$ cat config.mk
export PLATFORM = sky130hd
export DESIGN_NAME = ufr_out_buf
export DESIGN_NICKNAME = d
export VERILOG_FILES = /design/src/design/ufr_pkg.sv /design/src/design/ufr_out_buf.sv
export SDC_FILE = /design/constraint.sdc
export NUM_CORES = 1
export LEC_CHECK = 0
export ABC_AREA = 1
export BUFFER_PORTS_ARGS = -buffer_cell sky130_fd_sc_hd__buf_4
export CAP_MARGIN = 40
export CORE_AREA = 2 2 39 41
export DETAILED_ROUTE_END_ITERATION = 10
export DIE_AREA = 0 0 41 43
export GPL_ROUTABILITY_DRIVEN = 0
export PLACE_DENSITY_LB_ADDON = 0.12
export REMOVE_ABC_BUFFERS = 1
export SETUP_SLACK_MARGIN = 0.5
export SYNTH_ARGS = -nofsm -noshare
export SYNTH_HDL_FRONTEND = slang
export SYNTH_SLANG_ARGS = --single-unit
export TNS_END_PERCENT = 30
$ cat constraint.sdc
create_clock -name clk -period 1.04 [get_ports clk]
set_input_delay 0 -clock clk [delete_from_list [all_inputs] [get_ports clk]]
set_output_delay 0 -clock clk [all_outputs]
set_load 0.1 [all_outputs]
$ cat src/design/ufr_pkg.sv
`timescale 1ns / 1ps
// ----------------------------------------------------------------------------
// ufr_pkg
// shared types and constants of the disjoint-set store
// ----------------------------------------------------------------------------
package ufr_pkg;

	localparam int NODE_COUNT = 1024;
	localparam int NODE_W     = 10;
	localparam int ADDR_W     = $clog2(NODE_COUNT);
	localparam int RANK_W     = 4;
	localparam logic [RANK_W-1:0] RANK_MAX = {RANK_W{1'b1}};
	localparam logic [ADDR_W-1:0] LAST_NODE = ADDR_W'(NODE_COUNT - 1);

	typedef enum logic [1:0] {
		CMD_MAKE  = 2'd0,
		CMD_FIND  = 2'd1,
		CMD_MERGE = 2'd2
	} cmd_t;

	typedef enum logic [2:0] {
		ST_CLEAR,
		ST_IDLE,
		ST_DISPATCH,
		ST_WALK,
		ST_COMPRESS,
		ST_LINK,
		ST_BUMP,
		ST_RESULT
	} state_t;

	// one memory word: rank above parent link
	typedef struct packed {
		logic [RANK_W-1:0] rank;
		logic [ADDR_W-1:0] parent;
	} entry_t;

	typedef struct packed {
		logic [NODE_W-1:0] root;
		logic              joined;
	} res_t;

	function automatic logic in_range(input logic [NODE_W-1:0] node);
		return (32'(node) < NODE_COUNT);
	endfunction

endpackage

$ cat src/design/ufr_out_buf.sv
`timescale 1ns / 1ps
// ----------------------------------------------------------------------------
// ufr_out_buf
// output register holding one finished item for the downstream side
// ----------------------------------------------------------------------------
module ufr_out_buf (
	input  logic                       clk,
	input  logic                       arst_n,
	input  logic                       push,
	input  ufr_pkg::res_t              res,
	output logic                       slot_free,
	output logic                       out_valid,
	input  logic                       out_ready,
	output logic [ufr_pkg::NODE_W-1:0] root,
	output logic                       joined
);
	import ufr_pkg::*;

	logic valid_q;
	res_t data_q;

	assign slot_free = !valid_q || out_ready;
	assign out_valid = valid_q;
	assign root      = data_q.root;
	assign joined    = data_q.joined;

	always_ff @(posedge clk or negedge arst_n) begin
		if (!arst_n) begin
			valid_q <= 1'b0;
		end else if (push) begin
			valid_q <= 1'b1;
		end else if (out_ready) begin
			valid_q <= 1'b0;
		end
	end

	always_ff @(posedge clk) begin
		if (push) begin
			data_q <= res;
		end
	end

endmodule

=== Word-level counts from Yosys, hierarchy flattened ===
Cells that the tools add are included.

* Latch bits: 0
* Bits in writable memories: 0
* Logic and storage cells: 8
* Output and inout port bits: 13
* Bits of input ports: 15
* Memories: 0
* Register bits after elaboration: 12
* Memory bits (read-only): 0

* Multipliers: 0
* Divide/modulo/power cells: 0
* Eq/ne operators: 0
* Bitwise gates (word level): 0
* Reduce and logical (&&, ||, !) cells: 3
* Shift-type cells: 0
* Muxes and demuxes: 2
* $lt $le $gt $ge: 0
* Add/subtract/negate cells: 0

{| class="wikitable"
|+ Operators by type and width
! cell !! number
|-
| two-way mux 1 bit || 2
|-
| nonzero test 2 bit || 1
|-
| logical NOT 1 bit || 1
|-
| logical OR 1 bit || 1
|}

=== Depth between registers and ports, before layout ===
* Depth in word-level cells: 2
* Depth in mapped cells: 3
* Depth with buffers taken out: 3

=== Least setup slack after synthesis ===
OpenSTA, ideal clock, no wires.

* Kind: register to register
* Start: register out_valid (netlist name)
* End: register valid_q, in the netlist out_valid
* Setup slack: -0.656 ns
* Cell stages (with the launch flop): 3
* Clock period less this slack: 1.696 ns
* Setup time: 0.077 ns
* Data arrival time: 1.619 ns
* Buffers on the path: 0
* Required time: 0.963 ns
* Cell sequence: dfrtp_1 > nand2_2 > nand2_2

{| class="wikitable"
|+ RTL lines
! item !! line !! text
|-
| to (signal assigned) || ufr_out_buf.sv:29 || <nowiki>valid_q <= 1'b0;</nowiki>
|-
| to (signal assigned) || ufr_out_buf.sv:31 || <nowiki>valid_q <= 1'b1;</nowiki>
|-
| to (signal assigned) || ufr_out_buf.sv:33 || <nowiki>valid_q <= 1'b0;</nowiki>
|-
| to (decl) || ufr_out_buf.sv:19 || <nowiki>logic valid_q;</nowiki>
|}

=== Final worst setup path ===
* Start: register valid_q, in the netlist out_valid
* End: output port slot_free

* Cells in the longest elaborated chain, start to end: 2

{| class="wikitable"
|+ Ends and longest elaborated chain
! item !! line !! text
|-
| logical NOT 1 bit || ufr_out_buf.sv:22 || <nowiki>assign slot_free = !valid_q || out_ready;</nowiki>
|-
| logical OR 1 bit || ufr_out_buf.sv:22 ||
|-
| to (decl) || ufr_out_buf.sv:11 || <nowiki>output logic slot_free,</nowiki>
|}

Every way passes these cells.

==> summary.txt <==
Global routing
  • First-pass GRT wire length: 1030 um
  • Grt ovf: 0
  • Largest net degree at the start of global routing: 13
  • Initial antenna violation count: 0
  • GRT Overall Usage: 9.35%
  • Vias in the first global route: 265

Pwr
  • Static Leakage: 0.000304 uW
  • Comb pwr share: 31.4%
  • VDD IR max: 0.826 mV
  • Power after layout: 1360 uW
  • Switching pwr: 476 uW
  • Pwr dens: 2000 mW/mm2
  • Sequential share of power: 42.6%
  • Pint: 884 uW
  • Clock share of power: 26.0%
  • Sw Share: 35.0%

Detailed routing
  • DRT Pass-1 Iters: 1
  • Vias per inst: 3.86
  • Routed vias: 251
  • Initial DRC count: 0
  • DR DRC count: 0
  • WL met3: 69 um
  • Top Layer Used: met3
  • Metal-1 WL: 201 um
  • Routed WL: 668 um
  • WL met2: 397 um
  • Antenna Nets Post-Route: 0
  • Wire per inst: 10.3 um

Placement
  • Placed cell count: 59
  • DP HPWL: 514 um
  • Dpl cell area: 598 um2
  • IO buf count: 27

Cells and area
  • Reg area: 355 um2
  • Final cell count without fillers: 65
  • Layout Utilization: 49.1%
  • Layout cells sized above 1: 69.4%
  • Area of the multi-input gates: 12.5 um2
  • Nets: 65
  • Fillers: 133
  • Syn-to-layout area delta: 81.0%
  • Most frequent cells in the layout: buf_4 (23), edfxtp_1 (11), buf_6 (4), clkbuf_4 (3)
  • Commonest non-fill, non-tap cell in the layout: buf_4
  • Post-route cell area: 679 um2
  • Antenna fix cells: 0

Worst hold path
  • Hold endpoint: root[6]
  • Hold depth: 1
  • Hold path startpoint: res[7]
  • Worst hold path type: input port to register

Yosys
  • Post-synthesis sequential area ratio: 94.7%
  • Main combinational cell family by area after synthesis: simple AND/OR/NAND/NOR gates
  • Simple-gate share of the synthesized area: 3.33%
  • Post-synthesis register bit count: 12
  • Syn Area/Cell: 23.5 um2
  • Cells taking the most area after synthesis: edfxtp_1 (88%), dfrtp_1 (6.7%), nand2_2 (3.3%), inv_1 (2.0%)
  • Cell Area, Synth: 375 um2
  • Post-Synth Adder-Cell Area: 0%
  • Post-synthesis mux area share: 0%
  • XOR/XNOR Fraction of Synth Area: 0%
  • Mapped Cells: 16
  • Cell type with the largest total area after synthesis: edfxtp_1
  • YS warnings: 0
  • Area share of the largest cell type after synthesis: 88.0%
  • Yosys cell types: 4
  • Compound-Gate Fraction of Synth Area: 0%

Die
  • Io pins: 28
  • Vert. Die Dim: 43 um
  • # rows: 14
  • Initial Util: 27.1%
  • Core Region: 0.00138 mm2
  • Die area: 0.00176 mm2
  • Width of the die: 41 um

Clock tree
  • Worst skew pair latency: 0.26 ns
  • Cts hold-fix bufs: 1
  • CTS tree: yes
  • CTS Buffer Depth: 2
  • CTS H-tree depth: 1
  • Clock transition at path regs: 0.07 ns
  • CTS buffer count: 3
  • CTS Sinks: 12
  • Clock root buffer: clkbuf_4

Worst setup path
  • CP Max Fanout: 2
  • R2R depth: 3
  • FF-to-FF Start: out_valid
  • Critical Path AT: 0.93 ns
  • Crit path launch type: register
  • R2r setup slk: 0.30 ns
  • Slowest stage cell, crit path: dfrtp_1
  • CP Class: register to output port
  • CP Capture Type: output port
  • WP data required: 1.04 ns
  • End of the worst register-to-register path: out_valid
  • CP cell instances: nand2_2 > buf_12
  • CP peak stage delay: 0.39 ns

Timing
  • Tmin final: 0.925 ns
  • Final hold vios: 11
  • Max Slew Vio Count: 0
  • Final worst path period share: 89.0%
  • Clk_skew: 0 ns
  • RSZ-0062 raised after global routing: yes
  • Relative max-transition margin: 81.5%
  • Worst Tran Pin Value: 0.280 ns
  • WHS: -0.0916 ns
  • Max Freq: 1080 MHz
  • Count of final setup violators: 0

Job
  • Maximum capacitance violations: 0

Run status
  • Status: complete, but fails checks
  • Failing checks: negative hold slack
stage by stage:
step | setup slack [ns] | TNS [ns]
after global placement | 0.308 | 0
after CTS | 0.0908 | 0
final | 0.115 | 0
after detailed placement | 0.298 | 0
after floorplan | -0.656 | -1.09
after global routing | 0.0692 | 0
cell usage after synthesis:
library cell	instances
edfxtp_1	11
inv_1	2
nand2_2	2
dfrtp_1	1
state kept, by name, summed over array words and instances (netlist names):
signal	flops
root	10
out_valid	1
joined	1
power by group through the flow:
stage | sequential, uW | clock [uW] | combinational, uW
floorplan | 861 | 0 | 26.2
global placement | 588 | 0 | 403
detailed placement | 588 | 0 | 406
CTS | 579 | 376 | 425
global route | 583 | 395 | 440
finish | 579 | 354 | 427
area by class of cell:
cell class                 count  area share, %
timing repair buffer          29           36.5
clock buffer                   4           5.34
tap                           16           2.95
inverter                       2           1.10
sequential                    12           52.3
multi-input combinational      2           1.84
how the worst max path moves through the flow:
stage          slack (ns)         to  startpoint  depth (start not counted)
2_1_floorplan       -0.66  out_valid   out_valid                          2
3_3_place_gp         0.31  slot_free   out_valid                          2
3_5_place_dp         0.30  slot_free   out_valid                          2
4_1_cts              0.09  slot_free   out_valid                          2
5_1_grt              0.07  slot_free   out_valid                          2
6_report             0.11  slot_free   out_valid                          2
logic make-up (layout without fill, tap and decap cells):
logic type             after synthesis  in the layout
buffers and inverters                2             35
and+or+nand+nor                      2              2
DFF                                 12             12
timing repair:
action / 4_1_cts / 5_1_grt
resized for setup: 5 / 2
gates cloned: 0 / 0
setup endpoints to repair: 14 / 14
pin swaps: 1 / 0
buffers inserted: 1 / 0
hold endpoints to repair: 12 / 11
worst max-delay path: cells and delay by family (launching register included):
family                 cells  cell delay, ns
flip-flops                 1            0.39
AND/OR/NAND/NOR            1            0.09
buffers and inverters      1            0.17
metal layers:
metal / up-vias / track usage, %
met3: 0 / 4.71
met1: 113 / 7.64
li1: 123 / -
met5: - / 0
met4: 0 / 6.00
met2: 15 / 15.9
No activity file was read; power rests on OpenSTA's default activity.
