### config.mk
export PLATFORM = sky130hd
export DESIGN_NAME = ufr_engine
export DESIGN_NICKNAME = d
export VERILOG_FILES = /design/src/design/ufr_pkg.sv /design/src/design/ufr_engine.sv
export SDC_FILE = /design/constraint.sdc
export NUM_CORES = 1
export LEC_CHECK = 0
export ABC_AREA = 1
export BUFFER_PORTS_ARGS = -buffer_cell sky130_fd_sc_hd__buf_2
export CAP_MARGIN = 25
export CORE_MARGIN = 3
export CORE_UTILIZATION = 59
export DETAILED_ROUTE_END_ITERATION = 16
export PLACE_DENSITY = 0.89
export SYNTH_ARGS = -nofsm -noshare
export SYNTH_HDL_FRONTEND = slang
export SYNTH_SLANG_ARGS = --single-unit
### constraint.sdc
create_clock -name clk -period 5.2 [get_ports clk]
set_clock_uncertainty 0.1 [all_clocks]
set_input_delay 0.26 -clock clk [delete_from_list [all_inputs] [get_ports clk]]
set_output_delay 0.26 -clock clk [all_outputs]
set_load 0.01 [all_outputs]
### src/design/ufr_pkg.sv
`timescale 1ns / 1ps
// ----------------------------------------------------------------------------
// ufr_pkg
// shared types and constants of the disjoint-set store
// ----------------------------------------------------------------------------
package ufr_pkg;

	localparam int NODE_COUNT = 1024;
	localparam int NODE_W     = 10;
	localparam int ADDR_W     = $clog2(NODE_COUNT);
	localparam int RANK_W     = 4;
	localparam logic [RANK_W-1:0] RANK_MAX = {RANK_W{1'b1}};
	localparam logic [ADDR_W-1:0] LAST_NODE = ADDR_W'(NODE_COUNT - 1);

	typedef enum logic [1:0] {
		CMD_MAKE  = 2'd0,
		CMD_FIND  = 2'd1,
		CMD_MERGE = 2'd2
	} cmd_t;

	typedef enum logic [2:0] {
		ST_CLEAR,
		ST_IDLE,
		ST_DISPATCH,
		ST_WALK,
		ST_COMPRESS,
		ST_LINK,
		ST_BUMP,
		ST_RESULT
	} state_t;

	// one memory word: rank above parent link
	typedef struct packed {
		logic [RANK_W-1:0] rank;
		logic [ADDR_W-1:0] parent;
	} entry_t;

	typedef struct packed {
		logic [NODE_W-1:0] root;
		logic              joined;
	} res_t;

	function automatic logic in_range(input logic [NODE_W-1:0] node);
		return (32'(node) < NODE_COUNT);
	endfunction

endpackage

### src/design/ufr_engine.sv
`timescale 1ns / 1ps
// ----------------------------------------------------------------------------
// ufr_engine
// command sequencer: clearing sweep, make-set write, root walk, path compression, link, rank bump
// ----------------------------------------------------------------------------
module ufr_engine (
	input  logic                       clk,
	input  logic                       arst_n,
	input  logic                       in_valid,
	output logic                       in_ready,
	input  logic [1:0]                 command,
	input  logic [ufr_pkg::NODE_W-1:0] node_a,
	input  logic [ufr_pkg::NODE_W-1:0] node_b,
	input  logic                       slot_free,
	output logic                       res_push,
	output ufr_pkg::res_t              res,
	output logic                       wr_en,
	output logic [ufr_pkg::ADDR_W-1:0] wr_addr,
	output ufr_pkg::entry_t            wr_data,
	output logic                       rd_en,
	output logic [ufr_pkg::ADDR_W-1:0] rd_addr,
	input  ufr_pkg::entry_t            rd_data
);
	import ufr_pkg::*;

	state_t            state_q, state_d;
	logic [ADDR_W-1:0] cnt_q, cnt_d;
	logic [1:0]        cmd_q, cmd_d;
	logic [NODE_W-1:0] a_q, a_d, b_q, b_d;
	logic [ADDR_W-1:0] cur_q, cur_d, start_q, start_d, top_q, top_d, ra_q, ra_d;
	logic [RANK_W-1:0] rank_a_q, rank_a_d, rank_b_q, rank_b_d;
	logic              phase_q, phase_d;
	res_t              res_q, res_d;

	// link decision for merge; top_q holds the second root then
	logic              a_wins;
	logic [ADDR_W-1:0] hi_node, lo_node;
	logic [RANK_W-1:0] hi_rank, lo_rank;

	assign a_wins  = !(rank_a_q < rank_b_q);
	assign hi_node = a_wins ? ra_q : top_q;
	assign lo_node = a_wins ? top_q : ra_q;
	assign hi_rank = a_wins ? rank_a_q : rank_b_q;
	assign lo_rank = a_wins ? rank_b_q : rank_a_q;

	assign res = res_q;

	always_comb begin
		state_d  = state_q;
		cnt_d    = cnt_q;
		cmd_d    = cmd_q;
		a_d      = a_q;
		b_d      = b_q;
		cur_d    = cur_q;
		start_d  = start_q;
		top_d    = top_q;
		ra_d     = ra_q;
		rank_a_d = rank_a_q;
		rank_b_d = rank_b_q;
		phase_d  = phase_q;
		res_d    = res_q;
		in_ready = 1'b0;
		res_push = 1'b0;
		wr_en    = 1'b0;
		wr_addr  = '0;
		wr_data  = '0;
		rd_en    = 1'b0;
		rd_addr  = '0;

		unique case (state_q)
			ST_CLEAR: begin
				wr_en   = 1'b1;
				wr_addr = cnt_q;
				wr_data = '{rank: '0, parent: cnt_q};
				cnt_d   = cnt_q + 1'b1;
				if (cnt_q == LAST_NODE) begin
					state_d = ST_IDLE;
				end
			end
			ST_IDLE: begin
				in_ready = 1'b1;
				if (in_valid) begin
					cmd_d   = command;
					a_d     = node_a;
					b_d     = node_b;
					state_d = ST_DISPATCH;
				end
			end
			ST_DISPATCH: begin
				res_d.root   = a_q;
				res_d.joined = 1'b0;
				state_d      = ST_RESULT;
				case (cmd_q) inside
					CMD_MAKE: begin
						if (in_range(a_q)) begin
							wr_en   = 1'b1;
							wr_addr = ADDR_W'(a_q);
							wr_data = '{rank: '0, parent: ADDR_W'(a_q)};
						end
					end
					CMD_FIND, CMD_MERGE: begin
						if (in_range(a_q) && (cmd_q == CMD_FIND || in_range(b_q))) begin
							rd_en   = 1'b1;
							rd_addr = ADDR_W'(a_q);
							cur_d   = ADDR_W'(a_q);
							start_d = ADDR_W'(a_q);
							phase_d = 1'b0;
							state_d = ST_WALK;
						end
					end
					default: ;
				endcase
			end
			ST_WALK: begin
				rd_en = 1'b1;
				if (rd_data.parent == cur_q) begin
					// root reached, restart at the start node to compress
					top_d = cur_q;
					if (!phase_q) begin
						rank_a_d = rd_data.rank;
					end else begin
						rank_b_d = rd_data.rank;
					end
					rd_addr = start_q;
					cur_d   = start_q;
					state_d = ST_COMPRESS;
				end else begin
					rd_addr = rd_data.parent;
					cur_d   = rd_data.parent;
				end
			end
			ST_COMPRESS: begin
				if (cur_q != top_q) begin
					// repoint this node, fetch the next one in the same cycle
					wr_en   = 1'b1;
					wr_addr = cur_q;
					wr_data = '{rank: rd_data.rank, parent: top_q};
					rd_en   = 1'b1;
					rd_addr = rd_data.parent;
					cur_d   = rd_data.parent;
				end else if (cmd_q == CMD_FIND) begin
					res_d.root   = NODE_W'(top_q);
					res_d.joined = 1'b0;
					state_d      = ST_RESULT;
				end else if (!phase_q) begin
					ra_d    = top_q;
					phase_d = 1'b1;
					rd_en   = 1'b1;
					rd_addr = ADDR_W'(b_q);
					cur_d   = ADDR_W'(b_q);
					start_d = ADDR_W'(b_q);
					state_d = ST_WALK;
				end else if (top_q == ra_q) begin
					res_d.root   = NODE_W'(ra_q);
					res_d.joined = 1'b0;
					state_d      = ST_RESULT;
				end else begin
					state_d = ST_LINK;
				end
			end
			ST_LINK: begin
				wr_en        = 1'b1;
				wr_addr      = lo_node;
				wr_data      = '{rank: lo_rank, parent: hi_node};
				res_d.root   = NODE_W'(hi_node);
				res_d.joined = 1'b1;
				if (rank_a_q == rank_b_q && hi_rank != RANK_MAX) begin
					state_d = ST_BUMP;
				end else begin
					state_d = ST_RESULT;
				end
			end
			ST_BUMP: begin
				wr_en   = 1'b1;
				wr_addr = hi_node;
				wr_data = '{rank: RANK_W'(hi_rank + 1'b1), parent: hi_node};
				state_d = ST_RESULT;
			end
			ST_RESULT: begin
				if (slot_free) begin
					res_push = 1'b1;
					state_d  = ST_IDLE;
				end
			end
			default: begin
				state_d = ST_IDLE;
			end
		endcase
	end

	always_ff @(posedge clk or negedge arst_n) begin
		if (!arst_n) begin
			state_q <= ST_CLEAR;
			cnt_q   <= '0;
			phase_q <= 1'b0;
		end else begin
			state_q <= state_d;
			cnt_q   <= cnt_d;
			phase_q <= phase_d;
		end
	end

	always_ff @(posedge clk) begin
		cmd_q    <= cmd_d;
		a_q      <= a_d;
		b_q      <= b_d;
		cur_q    <= cur_d;
		start_q  <= start_d;
		top_q    <= top_d;
		ra_q     <= ra_d;
		rank_a_q <= rank_a_d;
		rank_b_q <= rank_b_d;
		res_q    <= res_d;
	end

endmodule

==> Word-level counts from Yosys, hierarchy flattened <==
Index checks and enable logic that the tools add are counted.
{ "totals": {"regBits": 95, "input_bits": 40} }
{ "op_classes": {"n_addsub": 2, "n_lt_le_gt_ge": 1, "n_eq_ne": 28, "n_mux": 59, "bitwise": 3, "reduce_logical": 18} }
{ "op_table": {"columns": ["cell", "count"], "rows": [
  ["$mux 10", 17],
  ["$pmux 14 s5", 1],
  ["$pmux 10 s3", 2],
  ["$pmux 10 s5", 1],
  ["$mux 11", 4],
  ["$pmux 11 s3", 1],
  ["$mux 3", 9],
  ["$pmux 3 s8", 1],
  ["$eq 10x10->1", 2],
  ["$pmux 10 s2", 1],
  ["$ne 2x2->1 const B", 9],
  ["$mux 1", 15],
  ["$reduce_and 5->1", 3],
  ["$mux 14", 1],
  ["$eq 3x3->1 const B", 4],
  ["$ne 3x3->1 const B", 4],
  ["$add 10x1->10 const B", 1],
  ["$eq 10x10->1 const B", 1],
  ["$ne 10x10->1", 1],
  ["$mux 4", 2],
  ["$reduce_and 4->1", 2],
  ["$eq 3x2->1 const B", 2],
  ["$pmux 1 s3", 2],
  ["$reduce_and 3->1", 2],
  ["19 further kinds", 23]
]} }

==> Logic depth before layout (Yosys ltp) <==
{ "logic_depth": {"word_depth": 6, "mapped_depth": 15} }

==> Least setup slack after synthesis <==
No wires, ideal clock.
{ "synth_timing": {"kind": "flip-flop to flip-flop", "start": "register top_q[1]", "end": "register res_q, in the netlist res[0], enable pin", "setup_time_ns": 0.383, "arrival_time_ns": 1.772, "t_required_ns": 4.717, "setup_slack_ns": 2.945, "path_stages_with_launch": 8, "n_path_buf": 0, "period_less_slack_ns": 2.255, "path_cell_list": "edfxtp_1 > xnor2_1 > nand2_1 > nor2_1 > nand3_4 > nand2_4 > nand3_1 > a21oi_1"} }
{ "synth_via": {"elab_chain_cells": 3} }
{ "synth_rtl": {"columns": ["item", "line", "source"], "rows": [
  ["start, declared", "ufr_engine.sv:30", "logic [ADDR_W-1:0] cur_q, cur_d, start_q, start_d, top_q, top_d, ra_q, ra_d;"],
  ["start signal, assigned", "ufr_engine.sv:209", "top_q <= top_d;"],
  ["$eq 10x10->1 or $ne 10x10->1 (tied branches)", "ufr_engine.sv:153, ufr_engine.sv:133", null],
  ["$ne 3x3->1 (no source line) or $ne 2x2->1 (tied branches)", null, null],
  ["$reduce_and 4->1 (no source line) (*)", null, null],
  ["end signal, assigned", "ufr_engine.sv:213", "res_q <= res_d;"],
  ["end, declared", "ufr_engine.sv:33", "res_t res_q, res_d;"]
]} }
Mark *: on every way between the ends. The rest lies on a longest branch, timed or not.
A chain may end at the register's enable or synchronous reset.

==> Worst setup path in the final report <==
{ "layout_timing": {"start": "register top_q[4]", "end": "register start_q[7], enable pin"} }
{ "layout_via": {"elab_chain_cells": 3} }
{ "layout_rtl": {"columns": ["item", "line", "source"], "rows": [
  ["$ne 10x10->1", "ufr_engine.sv:133", "if (cur_q != top_q) begin"],
  ["$ne 2x2->1 (no source line)", null, null],
  ["$reduce_and 6->1 (no source line)", null, null],
  ["end signal, assigned", "ufr_engine.sv:208", "start_q <= start_d;"],
  ["end, declared", "ufr_engine.sv:30", null]
]} }
Every way passes these cells.

==> impl_results.md <==
- Clk buf depth: 2
- Residual DRC: 0
- Num CTS Buffers: 9
- Final WL: 16900 um
- Clock root cell: clkbuf_8
- TNS Setup: 0 ps
- FP Rows: 36
- Max-cap viol count: 0
- Final count of pins violating max slew: 0
- Vias in the first global route: approximately 5400
- Total chip power: roughly 3.2 mW
- Library cells used by synthesis: 37
- H-tree depth: 3
- Startpoint Class: flop
- Drt wl/cell: around 17 um
- Post-synth ARST share: between 10% and 20%
- DP HPWL: roughly 12000 um
- Die Span Y: 107 um
- Core Region: 9860 um2
- Mean Syn Cell Area: between 7 and 8 um2
- Commonest cells after routing, fill and taps aside: nand2_1, buf_2, inv_1, edfxtp_1, o21ai_0
- GPL Wtd Cong: 0.937
- # resized after CTS: 0
- Crit path DAT: between 3000 and 4000 ps
- DRT iter0 DRCs: approximately 800
- Final min period: around 3600 ps
- Final hold violation count: 0
- Remaining Overflow, GRT: 0
- Initial antenna violation count: 0
- Hold depth: 3
- Met3 Track Usage GR: about 7%
- EDFF count, synth: 81
- Leak: about 3.2 nW
- Crit-path max FO: 27
- Clock sink total: between 90 and 100
- CP cell instances: xor2_1 > a21oi_2 > nand3_4 > nand2_4 > o21ai_1 > o21bai_1
- Total track usage: ~30%
- Mapped Nets: between 800 and 900
- DIE AREA: roughly 12000 um2
- IO Pins: roughly 90
- Status: completed
- Max IR drop VDD: between 0.2 and 0.3 mV
- # diodes: 0
- Synthesized area: about 6100 um2
- Vias: 5835
- Clock Latency Late Sink: 370 ps
- Register area share after synthesis: 45.9%
- PortBufs: 88
- Crit-path max cell delay: about 750 ps
- CP max stage cell: o21bai_1
- DRT Pass-1 Iters: 6
- Fmax: around 270 MHz
- Warnings, synthesis: 0
- Largest net degree at the start of global routing: 49
- Worst-Margin Slew: around 950 ps
- Tightest Hold Check Type: in2reg
- Mapped Cells: roughly 770
- Starting Density: a little over 60%
- Global-route track usage on met1: a little under 40%
- Final Setup Violations: 0
- Vias per cell: 5.78
- TritonCTS clock tree: done
- WP data required: approximately 5100 ps
- Busiest grt layer: met2
- Crit path kind: reg2reg
- RSZ-0062 raised after global routing: no
- Remaining antenna violation count: 0
- Reg clk slew, reported paths: roughly 90 ps
- Slew HR: 36.9%
- Dominant synthesized flop cell: edfxtp_1
- GR Util met2: approximately 46%
- Cell Pwr Density: 455 nW/um2
- Worst setup EP type: flop
- Tcrit/Tclk final: around 70%
- First-pass GRT wire length: 26800 um
- Die width: 107 um
- Worst Reg-to-Reg Cells: 6
- Layout cells sized above 1: about 15%
- Most common cell after layout, fill and taps aside: nand2_1
- NumNets Final: roughly 920
- FF+latch count, synth: 95
- Area grow syn2layout: 16.4%
-- synth_stat cells, types with 8 or more instances --
library cell | instances | area (um2)
buf_2 | 21 | 105
xor2_1 | 8 | 70.1
nand3_1 | 52 | 260
nand4_1 | 28 | 175
nor3_1 | 13 | 65.1
o21ai_0 | 63 | 315
dfrtp_1 | 14 | 350
a21oi_1 | 21 | 105
nand2_1 | 227 | 852
edfxtp_1 | 81 | 2430
o21ai_1 | 22 | 110
inv_2 | 9 | 33.8
inv_1 | 81 | 304
ha_1 | 10 | 125
xnor2_1 | 10 | 87.6
nor2_1 | 58 | 218
a22oi_1 | 14 | 105
-- report_power, final --
| part | switching (mW) | total [mW] | internal [mW] |
|---|---|---|---|
| Clock | 0.258 | 0.605 | 0.347 |
| Combinational | 0.904 | 1.36 | 0.455 |
| Sequential | 0.160 | 1.25 | 1.09 |
| Total | 1.32 | 3.21 | 1.89 |
-- cell type report --
type	count	area, um2
inverters	90	338
flip-flops and latches	95	2780
fillers	748	2810
multi-input cells	553	2750
clock buffers	13	159
repair buffers	122	771
well taps	133	166
clock inverters	3	90.1
-- layer usage --
metal | up-vias | wire, um
li1 | 2778 | -
met1 | 2586 | 6360
met2 | 418 | 7720
met3 | 53 | 2030
met4 | 0 | 779
met5 | - | 0
-- logic make-up (layout without fill, tap and decap cells) --
group | Yosys count | after routing | synth area share [%]
simple gates | 392 | 392 | 28.3
compound gates | 133 | 133 | 12.3
buf+inv | 124 | 228 | 8.79
flops | 95 | 95 | 45.9
xor+xnor | 18 | 18 | 2.60
fa+ha+maj | 10 | 10 | 2.06
-- registers in the layout, summed over array words and instances (netlist names) --
register,count
b_q,10
start_q,10
ra_q,10
state_q,3
cur_q,10
cnt_q,10
rank_a_q,4
rank_b_q,4
res,11
a_q,10
cmd_q,2
top_q,10
phase_q,1
-- through the flow --
step / cell area [um2] / std cells / util [%] / worst slack (ps) / hold slack (ps)
floorplan: 6060 / 772 / - / 2950 / -136
global placement: 6520 / 965 / 66.1 / 1720 / 73.3
detailed placement: 6520 / 965 / 66.1 / 1660 / 76.2
CTS: 7030 / 1007 / 71.3 / 1630 / 6.79
global route: 7050 / 1009 / 71.5 / 1390 / 182
finish: 7050 / 1009 / 71.5 / 1560 / 180
-- worst max-delay path: cells and delay by family, from the launching register on --
family,cells,cell delay (ps)
compound gates,3,1630
xor+xnor,1,220
flops,1,510
simple gates,2,810
-- final timing paths --
| check | slack, ps | start | to |
|---|---|---|---|
| worst max-delay path | 1560 | top_q[4]$_DFFE_PP_ | start_q[7]$_DFFE_PP_ |
| worst min-delay path | 180 | in_valid | cmd_q[0]$_DFFE_PP_ |
| worst max register to register | 1560 | top_q[4]$_DFFE_PP_ | start_q[7]$_DFFE_PP_ |
| worst min register to register | 420 | cur_q[2]$_DFFE_PP_ | top_q[2]$_DFFE_PP_ |
| max in group asynchronous | 4550 | arst_n | phase_q$_DFFE_PN0P_ |
| min in group asynchronous | 210 | arst_n | state_q[0]$_DFFE_PN0P_ |
-- timing repair --
item / in CTS / in global routing
hold buffers: 26 / 1
setup buffers: 0 / 0
hold endpoints to repair: 42 / 2
No activity file was read; power rests on OpenSTA's default activity.
